===== config.mk =====
export PLATFORM = sky130hd
export DESIGN_NAME = priority_queues_round_robin_dispatch
export DESIGN_NICKNAME = d
export VERILOG_FILES = /design/src/rtl/core/prqd_pkg.sv /design/src/rtl/core/priority_queues_round_robin_dispatch.sv /design/src/rtl/core/prqd_ram.sv /design/src/rtl/core/prqd_fifo_ctrl.sv /design/src/rtl/core/prqd_dispatch.sv
export VERILOG_INCLUDE_DIRS = /design/src /design/src/rtl/core
export SDC_FILE = /design/constraint.sdc
export NUM_CORES = 2
export LEC_CHECK = 0
export ABC_CLOCK_PERIOD_IN_PS = 5400
export BUFFER_PORTS_ARGS = -buffer_cell sky130_fd_sc_hd__buf_2
export CORE_MARGIN = 2
export CORE_UTILIZATION = 25
export DETAILED_ROUTE_END_ITERATION = 12
export GPL_ROUTABILITY_DRIVEN = 0
export PLACE_DENSITY = 0.5
export SLEW_MARGIN = 20
export SYNTH_ARGS = -nofsm -noshare
export SYNTH_HDL_FRONTEND = slang
export SYNTH_SLANG_ARGS = --single-unit

===== constraint.sdc =====
create_clock -name clk -period 5.4 [get_ports clk]
set_input_delay 0.27 -clock clk [delete_from_list [all_inputs] [get_ports clk]]
set_output_delay 0.27 -clock clk [all_outputs]
set_load 0.05 [all_outputs]

===== src/rtl/core/priority_queues_round_robin_dispatch_defines.svh =====
// ----------------------------------------------------------------------------
// Assertion macros for the priority queue dispatch block
// Concurrent checks on the block clock, disabled while reset is high.
// ----------------------------------------------------------------------------
`ifndef PRIORITY_QUEUES_ROUND_ROBIN_DISPATCH_DEFINES_SVH
`define PRIORITY_QUEUES_ROUND_ROBIN_DISPATCH_DEFINES_SVH

// condition implies consequence in the same cycle
`define PRQD_ASSERT_NOW(lbl, cond, conseq, msg) \
  lbl: assert property (@(posedge clk) disable iff (rst) (cond) |-> (conseq)) \
    else $error(msg);

// condition implies consequence in the next cycle
`define PRQD_ASSERT_NEXT(lbl, cond, conseq, msg) \
  lbl: assert property (@(posedge clk) disable iff (rst) (cond) |=> (conseq)) \
    else $error(msg);

`endif


===== src/rtl/core/prqd_pkg.sv =====
// ----------------------------------------------------------------------------
// prqd_pkg
// Types and codes shared by the priority queue dispatch modules.
// ----------------------------------------------------------------------------
`timescale 1ns / 1ps

package prqd_pkg;

  localparam int ENTRY_W = 32;

  localparam logic MODE_ENQ = 1'b0;
  localparam logic MODE_DEQ = 1'b1;

  typedef enum logic [1:0] {
    ST_ENQ   = 2'd0,
    ST_DEQ   = 2'd1,
    ST_EMPTY = 2'd2,
    ST_DROP  = 2'd3
  } status_t;

  typedef struct packed {
    logic        mode;
    logic [1:0]  priority_req;
    logic [15:0] msg_handle;
    logic [15:0] sub_id;
    logic        dequeue_queue;
  } item_t;

  typedef struct packed {
    status_t     status;
    logic        queue_used;
    logic [1:0]  out_priority;
    logic [15:0] out_handle;
    logic [15:0] out_subscriber;
  } result_t;

  typedef struct packed {
    status_t    status;
    logic       queue_used;
    logic [1:0] out_priority;
  } resp_hdr_t;

  typedef struct packed {
    logic empty;
    logic full;
  } fifo_flags_t;

endpackage


===== src/rtl/core/priority_queues_round_robin_dispatch.sv =====
// ----------------------------------------------------------------------------
// priority_queues_round_robin_dispatch
// Round-robin enqueue over NUM_QUEUES strict-priority queues, with dequeue
// from the lowest-numbered non-empty priority FIFO of a named queue.
// ----------------------------------------------------------------------------
// One item is taken per cycle (start high, busy low); busy is high only
// during reset and the cycle after it. Each item gives one result, shown for
// exactly one cycle with done high, once the item has passed the input
// register and then the pointer update and the registered read of the
// entry RAM. The receiver cannot stall, so results must be captured
// when done is high. Entries live in one RAM of
// NUM_QUEUES*PRIORITY_LEVELS*FIFO_DEPTH words that needs no clearing pass.
`timescale 1ns / 1ps
`include "priority_queues_round_robin_dispatch_defines.svh"

module priority_queues_round_robin_dispatch #(
  parameter int NUM_QUEUES      = 2,
  parameter int PRIORITY_LEVELS = 4,
  parameter int FIFO_DEPTH      = 16
) (
  input  logic              clk,
  input  logic              rst,
  input  logic              start,
  output logic              busy,
  input  prqd_pkg::item_t   item,
  output logic              done,
  output prqd_pkg::result_t result
);

  import prqd_pkg::*;

  localparam int NF = NUM_QUEUES * PRIORITY_LEVELS;
  localparam int QW = (NUM_QUEUES > 1) ? $clog2(NUM_QUEUES) : 1;
  localparam int PW = $clog2(FIFO_DEPTH);
  localparam int AW = $clog2(NF * FIFO_DEPTH);

  logic            in_valid;
  item_t           in_item;
  logic [QW-1:0]   rr;
  logic [QW-1:0]   rr_next;

  fifo_flags_t     flags [NF];
  logic [PW-1:0]   heads [NF];
  logic [PW-1:0]   tails [NF];
  logic [NF-1:0]   push;
  logic [NF-1:0]   pop;

  logic            ram_we;
  logic [AW-1:0]   ram_waddr;
  logic [ENTRY_W-1:0] ram_wdata;
  logic            ram_re;
  logic [AW-1:0]   ram_raddr;
  logic [ENTRY_W-1:0] ram_rdata;

  resp_hdr_t       hdr_next;
  resp_hdr_t       hdr;

  always_ff @(posedge clk) begin
    if (rst) begin
      busy     <= 1'b1;
      in_valid <= 1'b0;
      done     <= 1'b0;
      rr       <= '0;
    end else begin
      busy     <= 1'b0;
      in_valid <= start && !busy;
      done     <= in_valid;
      if (in_valid && in_item.mode == MODE_ENQ) begin
        rr <= rr_next;
      end
    end
  end

  always_ff @(posedge clk) begin
    in_item <= item;
    hdr     <= hdr_next;
  end

  for (genvar g = 0; g < NF; g++) begin : g_fifo
    prqd_fifo_ctrl #(
      .DEPTH(FIFO_DEPTH)
    ) u_fifo (
      .clk  (clk),
      .rst  (rst),
      .push (push[g]),
      .pop  (pop[g]),
      .flags(flags[g]),
      .head (heads[g]),
      .tail (tails[g])
    );
  end

  prqd_dispatch #(
    .NUM_QUEUES     (NUM_QUEUES),
    .PRIORITY_LEVELS(PRIORITY_LEVELS),
    .FIFO_DEPTH     (FIFO_DEPTH)
  ) u_dispatch (
    .valid    (in_valid),
    .item     (in_item),
    .rr       (rr),
    .flags    (flags),
    .heads    (heads),
    .tails    (tails),
    .rr_next  (rr_next),
    .push     (push),
    .pop      (pop),
    .ram_we   (ram_we),
    .ram_waddr(ram_waddr),
    .ram_wdata(ram_wdata),
    .ram_re   (ram_re),
    .ram_raddr(ram_raddr),
    .hdr      (hdr_next)
  );

  prqd_ram #(
    .WIDTH(ENTRY_W),
    .DEPTH(NF * FIFO_DEPTH)
  ) u_entry_ram (
    .clk  (clk),
    .we   (ram_we),
    .waddr(ram_waddr),
    .wdata(ram_wdata),
    .re   (ram_re),
    .raddr(ram_raddr),
    .rdata(ram_rdata)
  );

  always_comb begin
    result.status       = hdr.status;
    result.queue_used   = hdr.queue_used;
    result.out_priority = hdr.out_priority;
    if (hdr.status == ST_DEQ) begin
      result.out_handle     = ram_rdata[15:0];
      result.out_subscriber = ram_rdata[31:16];
    end else begin
      result.out_handle     = '0;
      result.out_subscriber = '0;
    end
  end

  `PRQD_ASSERT_NEXT(a_done_follows, in_valid, done, "accepted item produced no result")
  `PRQD_ASSERT_NOW(a_push_pop_excl, 1'b1, $onehot0({push, pop}), "multiple FIFO updates")
  `PRQD_ASSERT_NOW(a_deq_read, done && result.status == ST_DEQ, $past(ram_re), "no RAM read")
  `PRQD_ASSERT_NOW(a_enq_write, in_valid && hdr_next.status == ST_ENQ, ram_we, "enqueue not written")

endmodule


===== src/rtl/core/prqd_ram.sv =====
// ----------------------------------------------------------------------------
// prqd_ram
// Generic single-write, single-read RAM with registered read data.
// ----------------------------------------------------------------------------
`timescale 1ns / 1ps

module prqd_ram #(
  parameter int WIDTH = 32,
  parameter int DEPTH = 128
) (
  input  logic                     clk,
  input  logic                     we,
  input  logic [$clog2(DEPTH)-1:0] waddr,
  input  logic [WIDTH-1:0]         wdata,
  input  logic                     re,
  input  logic [$clog2(DEPTH)-1:0] raddr,
  output logic [WIDTH-1:0]         rdata
);

  logic [WIDTH-1:0] mem [DEPTH];

  always_ff @(posedge clk) begin
    if (we) begin
      mem[waddr] <= wdata;
    end
    if (re) begin
      rdata <= mem[raddr];
    end
  end

endmodule


===== src/rtl/core/prqd_fifo_ctrl.sv =====
// ----------------------------------------------------------------------------
// prqd_fifo_ctrl
// Head, tail and fill count of one priority FIFO.
// ----------------------------------------------------------------------------
`timescale 1ns / 1ps

module prqd_fifo_ctrl #(
  parameter int DEPTH = 16
) (
  input  logic                     clk,
  input  logic                     rst,
  input  logic                     push,
  input  logic                     pop,
  output prqd_pkg::fifo_flags_t    flags,
  output logic [$clog2(DEPTH)-1:0] head,
  output logic [$clog2(DEPTH)-1:0] tail
);

  import prqd_pkg::*;

  localparam int PW = $clog2(DEPTH);
  localparam int CW = $clog2(DEPTH + 1);

  logic [CW-1:0] count;

  function automatic logic [PW-1:0] wrap_inc(input logic [PW-1:0] p);
    return (p == PW'(DEPTH - 1)) ? '0 : p + PW'(1);
  endfunction

  always_ff @(posedge clk) begin
    if (rst) begin
      head  <= '0;
      tail  <= '0;
      count <= '0;
    end else begin
      if (push) begin
        tail <= wrap_inc(tail);
      end
      if (pop) begin
        head <= wrap_inc(head);
      end
      if (push && !pop) begin
        count <= count + CW'(1);
      end else if (pop && !push) begin
        count <= count - CW'(1);
      end
    end
  end

  assign flags.empty = (count == '0);
  assign flags.full  = (count == CW'(DEPTH));

endmodule


===== src/rtl/core/prqd_dispatch.sv =====
// ----------------------------------------------------------------------------
// prqd_dispatch
// Decodes one registered item: round-robin target, priority pick, FIFO
// push/pop, entry RAM access and the result header.
// ----------------------------------------------------------------------------
`timescale 1ns / 1ps

module prqd_dispatch #(
  parameter int NUM_QUEUES      = 2,
  parameter int PRIORITY_LEVELS = 4,
  parameter int FIFO_DEPTH      = 16
) (
  input  logic                  valid,
  input  prqd_pkg::item_t       item,
  input  logic [((NUM_QUEUES > 1) ? $clog2(NUM_QUEUES) : 1)-1:0] rr,
  input  prqd_pkg::fifo_flags_t flags [NUM_QUEUES*PRIORITY_LEVELS],
  input  logic [$clog2(FIFO_DEPTH)-1:0] heads [NUM_QUEUES*PRIORITY_LEVELS],
  input  logic [$clog2(FIFO_DEPTH)-1:0] tails [NUM_QUEUES*PRIORITY_LEVELS],
  output logic [((NUM_QUEUES > 1) ? $clog2(NUM_QUEUES) : 1)-1:0] rr_next,
  output logic [NUM_QUEUES*PRIORITY_LEVELS-1:0] push,
  output logic [NUM_QUEUES*PRIORITY_LEVELS-1:0] pop,
  output logic                  ram_we,
  output logic [$clog2(NUM_QUEUES*PRIORITY_LEVELS*FIFO_DEPTH)-1:0] ram_waddr,
  output logic [prqd_pkg::ENTRY_W-1:0] ram_wdata,
  output logic                  ram_re,
  output logic [$clog2(NUM_QUEUES*PRIORITY_LEVELS*FIFO_DEPTH)-1:0] ram_raddr,
  output prqd_pkg::resp_hdr_t   hdr
);

  import prqd_pkg::*;

  localparam int NF = NUM_QUEUES * PRIORITY_LEVELS;
  localparam int QW = (NUM_QUEUES > 1) ? $clog2(NUM_QUEUES) : 1;
  localparam int LW = (PRIORITY_LEVELS > 1) ? $clog2(PRIORITY_LEVELS) : 1;
  localparam int FW = (NF > 1) ? $clog2(NF) : 1;
  localparam int PW = $clog2(FIFO_DEPTH);
  localparam int AW = $clog2(NF * FIFO_DEPTH);

  function automatic logic [AW-1:0] slot_addr(input logic [FW-1:0] f,
                                               input logic [PW-1:0] p);
    return AW'(int'(f) * FIFO_DEPTH + int'(p));
  endfunction

  function automatic logic [FW-1:0] fifo_idx(input logic [QW-1:0] q,
                                             input logic [LW-1:0] l);
    return FW'(int'(q) * PRIORITY_LEVELS + int'(l));
  endfunction

  logic [QW-1:0] q;
  logic [LW-1:0] lvl;
  logic [LW-1:0] sel;
  logic          hit;
  logic [FW-1:0] fe;
  logic [FW-1:0] fs;

  assign rr_next = (int'(rr) + 1 >= NUM_QUEUES) ? '0 : rr + QW'(1);

  always_comb begin
    if (32'(item.priority_req) >= PRIORITY_LEVELS) begin
      lvl = LW'(PRIORITY_LEVELS - 1);
    end else begin
      lvl = LW'(item.priority_req);
    end
    if (item.mode == MODE_DEQ) begin
      q = (32'(item.dequeue_queue) >= NUM_QUEUES) ? '0 : QW'(item.dequeue_queue);
    end else begin
      q = rr;
    end

    // lowest non-empty level wins
    hit = 1'b0;
    sel = '0;
    for (int i = PRIORITY_LEVELS - 1; i >= 0; i--) begin
      if (!flags[fifo_idx(q, LW'(i))].empty) begin
        hit = 1'b1;
        sel = LW'(i);
      end
    end

    fe = fifo_idx(q, lvl);
    fs = fifo_idx(q, sel);
  end

  always_comb begin
    push      = '0;
    pop       = '0;
    ram_we    = 1'b0;
    ram_re    = 1'b0;
    ram_waddr = slot_addr(fe, tails[fe]);
    ram_raddr = slot_addr(fs, heads[fs]);
    ram_wdata = {item.sub_id, item.msg_handle};
    hdr.status       = ST_ENQ;
    hdr.queue_used   = q[0];
    hdr.out_priority = 2'b00;
    if (item.mode == MODE_ENQ) begin
      if (flags[fe].full) begin
        hdr.status = ST_DROP;
      end else begin
        push[fe] = valid;
        ram_we   = valid;
      end
    end else begin
      if (hit) begin
        pop[fs]          = valid;
        ram_re           = valid;
        hdr.status       = ST_DEQ;
        hdr.out_priority = 2'(32'(sel));
      end else begin
        hdr.status = ST_EMPTY;
      end
    end
  end

endmodule

# Yosys cells after proc, flatten, opt, wreduce, memory -nomap -nowiden
# Memory sizes are Yosys's and may differ from the RTL's. A register that Yosys moved wholly into a read port is not among the register bits.
# Index checks and enable logic that the tools add are counted.
# totals
reg_bits,149
ramBits,4096
input_bits,39
output_inout_bits,39
word_cells,259
n_memories,1
# memory_table
name,words,width,read_ports,rd_clocked_by_memory_dff,write_ports,line,source
u_entry_ram.mem,128,32,1,1,1,prqd_ram.sv:20,logic [WIDTH-1:0] mem [DEPTH];
# classes
add_sub_neg,41
magnitude_cmp,11
n_eq_ne,25
mux,82
bitwise,9
n_reduce_logical,54
# op_table
operator,count
$mux 4,20
$mux 5,16
$add 4x1->4 const B,16
$eq 4x4->1 const B,16
$add 5x1->5 const B,8
$eq 5x5->1 const B,8
$logic_not 5->1,8
$sub 5x1->5 const B,8
$ge 32x3->1 const B,1
$mux 32,1
$mux 8,4
$bmux 2 s3,5
$mux 2,15
$bmux 4 s3,2
$ge 4x4->1 const B,6
$not 3->4,6
$logic_and 1x1->1,20
$logic_not 1->1,17
$mux 1,17
$and 8x8->8,2
$reduce_bool 2->1,8
$add 7x4->7,2
$lt 3x4->1 const B,2
$add 3x2->3,2
other kinds (9),12

# Longest topological paths before layout
# logic_depth
depth_word,21
depth_mapped,20
depth_no_buf,17

# Hierarchy
# From an unflattened synthesis, not the netlist that was laid out.
# hier_totals
hier_cells,6925
area_unflattened_um2,164676.7
# modules_own_cells
mod,instances,cells_each,area_per_inst_um2,seq_area_each_um2
prqd_ram,1,5990,156596.4,123958.9
prqd_fifo_ctrl (g_fifo[0].u_fifo ...),6,85,703.2,260.2
prqd_fifo_ctrl (g_fifo[6].u_fifo ...),2,80,688.2,260.2
prqd_dispatch,1,178,1266.2,0.0
priority_queues_round_robin_dispatch,1,87,1218.7,900.9

# Worst setup path before layout
# OpenSTA, ideal clock, no wires.
# synth_timing
kind,register to register
from,register in_item[35] (netlist name)
to,"memory u_entry_ram.mem[74][0], enable pin"
setup_time_ps,461
t_arrival_ps,5013
t_required_ps,4939
path_slack_ps,-74
stages_incl_launch_ff,12
n_path_buf,3
period_less_slack_ps,5474
path_cell_list,dfxtp_1 -> mux2i_2 -> clkbuf_1 -> clkbuf_1 -> o221ai_1 -> a21oi_1 -> and2_1 -> clkbuf_1 -> nand2_1 -> inv_1 -> nand2_1 -> nor3_1
# synth_between
elab_chain_cells,10
elab_cells_between_ends,14
cone_classes,2 x add/sub; 11 x mux; 1 x bitwise
# synth_rtl
element,line,source
start: declaration,priority_queues_round_robin_dispatch.sv:38,item_t in_item;
start signal: assignment,priority_queues_round_robin_dispatch.sv:75,in_item <= item;
branches (longest 10 deep; another with $add 7x4->7),--,
end: declaration,prqd_ram.sv:20,
# Parallel ways; which one is timed is not known. The select of a mux whose other input is x is not followed.

# Worst setup path after layout
# layout_timing
from,register g_fifo[1].u_fifo.count[0]
to,"register u_entry_ram.rdata[15], read port of u_entry_ram.mem (data pin)"
# layout_between
elab_chain_cells,14
elab_cells_between_ends,29
cone_classes,2 x add/sub; 25 x mux; 1 x bitwise; 1 x reduce/logical
# layout_rtl
element,line,source
start: declaration,prqd_fifo_ctrl.sv:24,logic [CW-1:0] count;
start signal: assignment,prqd_fifo_ctrl.sv:43,count <= count + CW'(1);
start signal: assignment,prqd_fifo_ctrl.sv:45,count <= count - CW'(1);
$logic_not 5->1 (*),prqd_fifo_ctrl.sv:50,assign flags.empty = (count == '0);
$bmux 2 s3,prqd_dispatch.sv:74,"if (!flags[fifo_idx(q, LW'(i))].empty) begin"
$mux 2 (implied by the code) (2 in series),prqd_dispatch.sv:74,
$mux 2 (4 in series),prqd_dispatch.sv:74,
$add 3x2->3,prqd_dispatch.sv:46,return FW'(int'(q) * PRIORITY_LEVELS + int'(l));
$not 3->4 (implied by the code),prqd_dispatch.sv:90,"ram_raddr = slot_addr(fs, heads[fs]);"
$bmux 4 s3,prqd_dispatch.sv:90,
$mux 4 (implied by the code) (2 in series),prqd_dispatch.sv:90,
$add 7x4->7,prqd_dispatch.sv:41,return AW'(int'(f) * FIFO_DEPTH + int'(p));
end: declaration,prqd_ram.sv:17,output logic [WIDTH-1:0] rdata
# Every way passes the cells marked *; elsewhere a longest branch is shown, timed or not. The select of a mux whose other input is x is not followed.
# A chain may end at the register's enable or synchronous reset.

==> results.yml <==
routing:
  vias: 111030
  initialDrtViolationCount: 17017
  drc: 0
  detail-route-antenna-nets: 0
  avgRoutedWirePerCell_um: 30.3
  dr.pass1.iters: 6
  postRouteWirelength_um: 666000
  viasPerCell: 5.04
die:
  die_area_um2: 678000
  core_um2: 670000
  num_rows: 301
  die_w_um: 823
  ios: 78
  die_h_um: 823
  start_util_pct: 25.0
critical_path:
  worstPathRequired_ps: 6130
  r2r_end: "u_entry_ram.rdata[15]"
  path_max_fanout: 25
  startpoint_type: "flop"
  startpoint: "g_fifo[1].u_fifo.count[0]"
  worst-setup-path-type: "flop to flop"
  r2r-start: "g_fifo[1].u_fifo.count[0]"
  crit_path_cell_trace: "or4_4 > or4_4 > o21ai_4 > buf_4 > o22ai_2 > mux2i_4 > nand2_8 > buf_12 > buf_12 > buf_12 > buf_4 > mux4_2 > a221oi_1 > o21bai_2 > a2111oi_4 > nand3_2"
  cpPeakStageDelay_ps: 730
  cpMostUsedCell: "buf_12"
  cp_slowest_cell: "a2111oi_4"
  endpoint_kind: "flop"
  worstPathArrival_ps: 6380
  r2r_setup_slack_ps: -250
  worstRegToRegCells: 16
sta:
  whs_ps: 59.3
  period_share_pct: 105
  tightestPinTransition_ps: 1210
  clock_skew_ps: 98.3
  fin_ws_ps: -255
  setup_viol: 7
  rsz0062_at_grt: "yes"
  final-hold-violation-count: 0
  min_period_ps: 5650
  slew-limit-headroom_pct: 18.7
  slew_viol_final: 0
  fmaxAchievable_ghz: 0.177
layout:
  areaGrowthSynthToFinish_pct: 22.8
  area.sequential_um2: 127000
  final_area_um2: 206000
  multiInputGateArea_um2: 39700
  drive_above_1_share_pct: 18.6
  fillCellCount: 66502
  nets: 12719
logic_synthesis:
  yosys-top-cells-count: "edfxtp_1, nand2_1, nand3_1"
  post-synth-top-count-cell: "edfxtp_1"
  synth_top_area_share_pct: 73.8
  synthTopCellsByArea: "edfxtp_1, nand2_1, mux4_2"
  async_flop_share_pct: 0
  yosys.area.top_type: "edfxtp_1"
  synth-edff-count: 4128
  ys.warnings.count: 0
  synth_nets: 11667
  ys_ff_latch: 4277
  yosysSeqAreaShare_pct: 75.6
  yosys_most_used_dff: "edfxtp_1"
  ys_types: 83
  syn_inst: 11573
  avgSynthCellArea_um2: 14.5
  netlist_area_um2: 168000
job:
  maxCapViolCount: 0
clocking:
  clockRootBuffer: "clkbuf_16"
  cts.htree.levels: 5
  path_clk_slew_ps: 70
  cts_buffers: 456
  clkSinkCount: 4277
  insertion_delay_ps: 1070
  cts_tree: "built"
  clock_path_buffers: 4
power:
  seq_power_share_pct: 44.3
  p_per_area_nw_per_um2: 401
  p_leak_nw: 68.0
  p_switching_w: 0.0237
  power.share.clock_pct: 38.2
  peakVddDrop_mv: 0.280
  pwr-share-comb_pct: 17.5
  p_int_w: 0.0591
  switching_share_pct: 28.6
global_routing:
  grt_pass1_vias: 103333
  antenna_found_initial: 82
  grt_max_degree: 129
  grt_usage_pct: 18.8
  grt.overflow.total: 0
  grt_pass1_wl_um: 898000
hold_path:
  hp-start: "item[7]"
  min_delay_worst_endpoint: "in_item[7]"
  hold_depth: 2
  hp-class: "primary input to flop"
placed_design:
  numPortBuffers: 77
  dp.final_hpwl_um: 418000
  place_area_um2: 190000
status:
  status: "finished with violations"
  violations: "negative setup slack"
## cells by family after synthesis
group,synth area share [%]
AOI/OAI and AO/OA,5.27
xor gates and xnor gates,0.256
adders and majority gates,0.446
buffers and inverters,1.88
DFF,75.6
muxes,4.80
and+or+nand+nor,11.8
## power by group through the flow
stage | sequential, W | clock [W] | combinational [W]
after floorplan | 0.0374 | 0 | 0.00627
after global placement | 0.0374 | 0 | 0.0140
after detailed placement | 0.0374 | 0 | 0.0140
after CTS | 0.0367 | 0.0320 | 0.0142
after global routing | 0.0367 | 0.0332 | 0.0150
final | 0.0367 | 0.0316 | 0.0145
## cells in the final DEF, fill, tap and decap left out, drive strengths merged, types with 15 or more instances in the layout
cell type,n
nor3,119
diode,57
buf,1211
a31oi,187
clkinv,233
dlygate4sd3,75
edfxtp,4128
a311oi,97
a21o,19
and3,114
mux2i,238
o21ai,87
or3,29
mux4,244
nor4,28
dfxtp,149
nand2,2883
a32oi,69
xor2,34
bufinv,46
inv,56
nand4,117
a2111oi,126
a221oi,21
a211oi,50
a21oi,480
xnor2,15
clkbuf,547
or4,15
ha,47
nand3,946
o2111ai,23
and2,35
nor2,325
o22ai,46
a22oi,18
## layer usage
| layer | up-vias | track usage, % | routed length, um |
|---|---|---|---|
| met3 | 1046 | 4.02 | 67800 |
| met4 | 40 | 8.19 | 33900 |
| met1 | 57848 | 26.0 | 271000 |
| met5 | - | 0.233 | 516 |
| li1 | 46103 | - | - |
| met2 | 5993 | 28.6 | 293000 |
## area by class of cell
| cell class | instances | share of cell area (%) |
|---|---|---|
| multi-input cells | 6563 | 19.3 |
| clock buffers | 546 | 5.76 |
| repair buffers | 1287 | 6.35 |
| inverters | 40 | 0.0728 |
| well taps | 8938 | 5.42 |
| flip-flops and latches | 4277 | 61.6 |
| clock inverters | 306 | 1.45 |
| diodes | 57 | 0.0692 |
## repair_timing
item / CTS / global route
pin swaps: 3 / 8
setup buffers: 7 / 13
gates resized for setup: 32 / 58
setup endpoints to repair: 26 / 45
endpoints found under the hold margin: 62 / 0
hold buffers: 75 / 0
## state kept, by name (all words and copies together) (netlist names)
signal               cells
in_item                 36
u_entry_ram.mem       4096
rr                       1
g_fifo.u_fifo.count     40
busy                     1
result                   5
u_entry_ram.rdata       32
g_fifo.u_fifo.head      32
done                     1
g_fifo.u_fifo.tail      32
in_valid                 1
## metrics by stage
stage	worst slack [ps]	util [%]	instances	total power (W)	TNS (ps)
floorplan	30.0	-	11573	0.0437	0
global placement	-1870	28.3	21005	0.0514	-10960
detailed placement	-979	28.3	21010	0.0514	-6210
CTS	-56.5	30.7	21944	0.0829	-59.1
global route	-207	30.8	21991	0.0849	-323
finish	-255	30.8	22014	0.0828	-414
## worst max-delay path: cells and delay by family, from the launching register on
| family | cells | cell delay (ps) |
|---|---|---|
| flip-flops | 1 | 370 |
| buffers and inverters | 5 | 930 |
| AO/OA/AOI/OAI | 5 | 1800 |
| multiplexers | 2 | 670 |
| AND/OR/NAND/NOR | 4 | 1460 |
## worst max path at each step
stage / end / slack (ps) / cells past startpoint
global route: u_entry_ram.rdata[15] / -210 / 16
finish: u_entry_ram.rdata[15] / -250 / 16
floorplan: u_entry_ram.mem[90][0] / 30 / 10
detailed placement: u_entry_ram.rdata[15] / -980 / 15
global placement: u_entry_ram.rdata[28] / -1870 / 16
CTS: u_entry_ram.rdata[15] / -60 / 15
No activity file was read; power rests on OpenSTA's default activity.
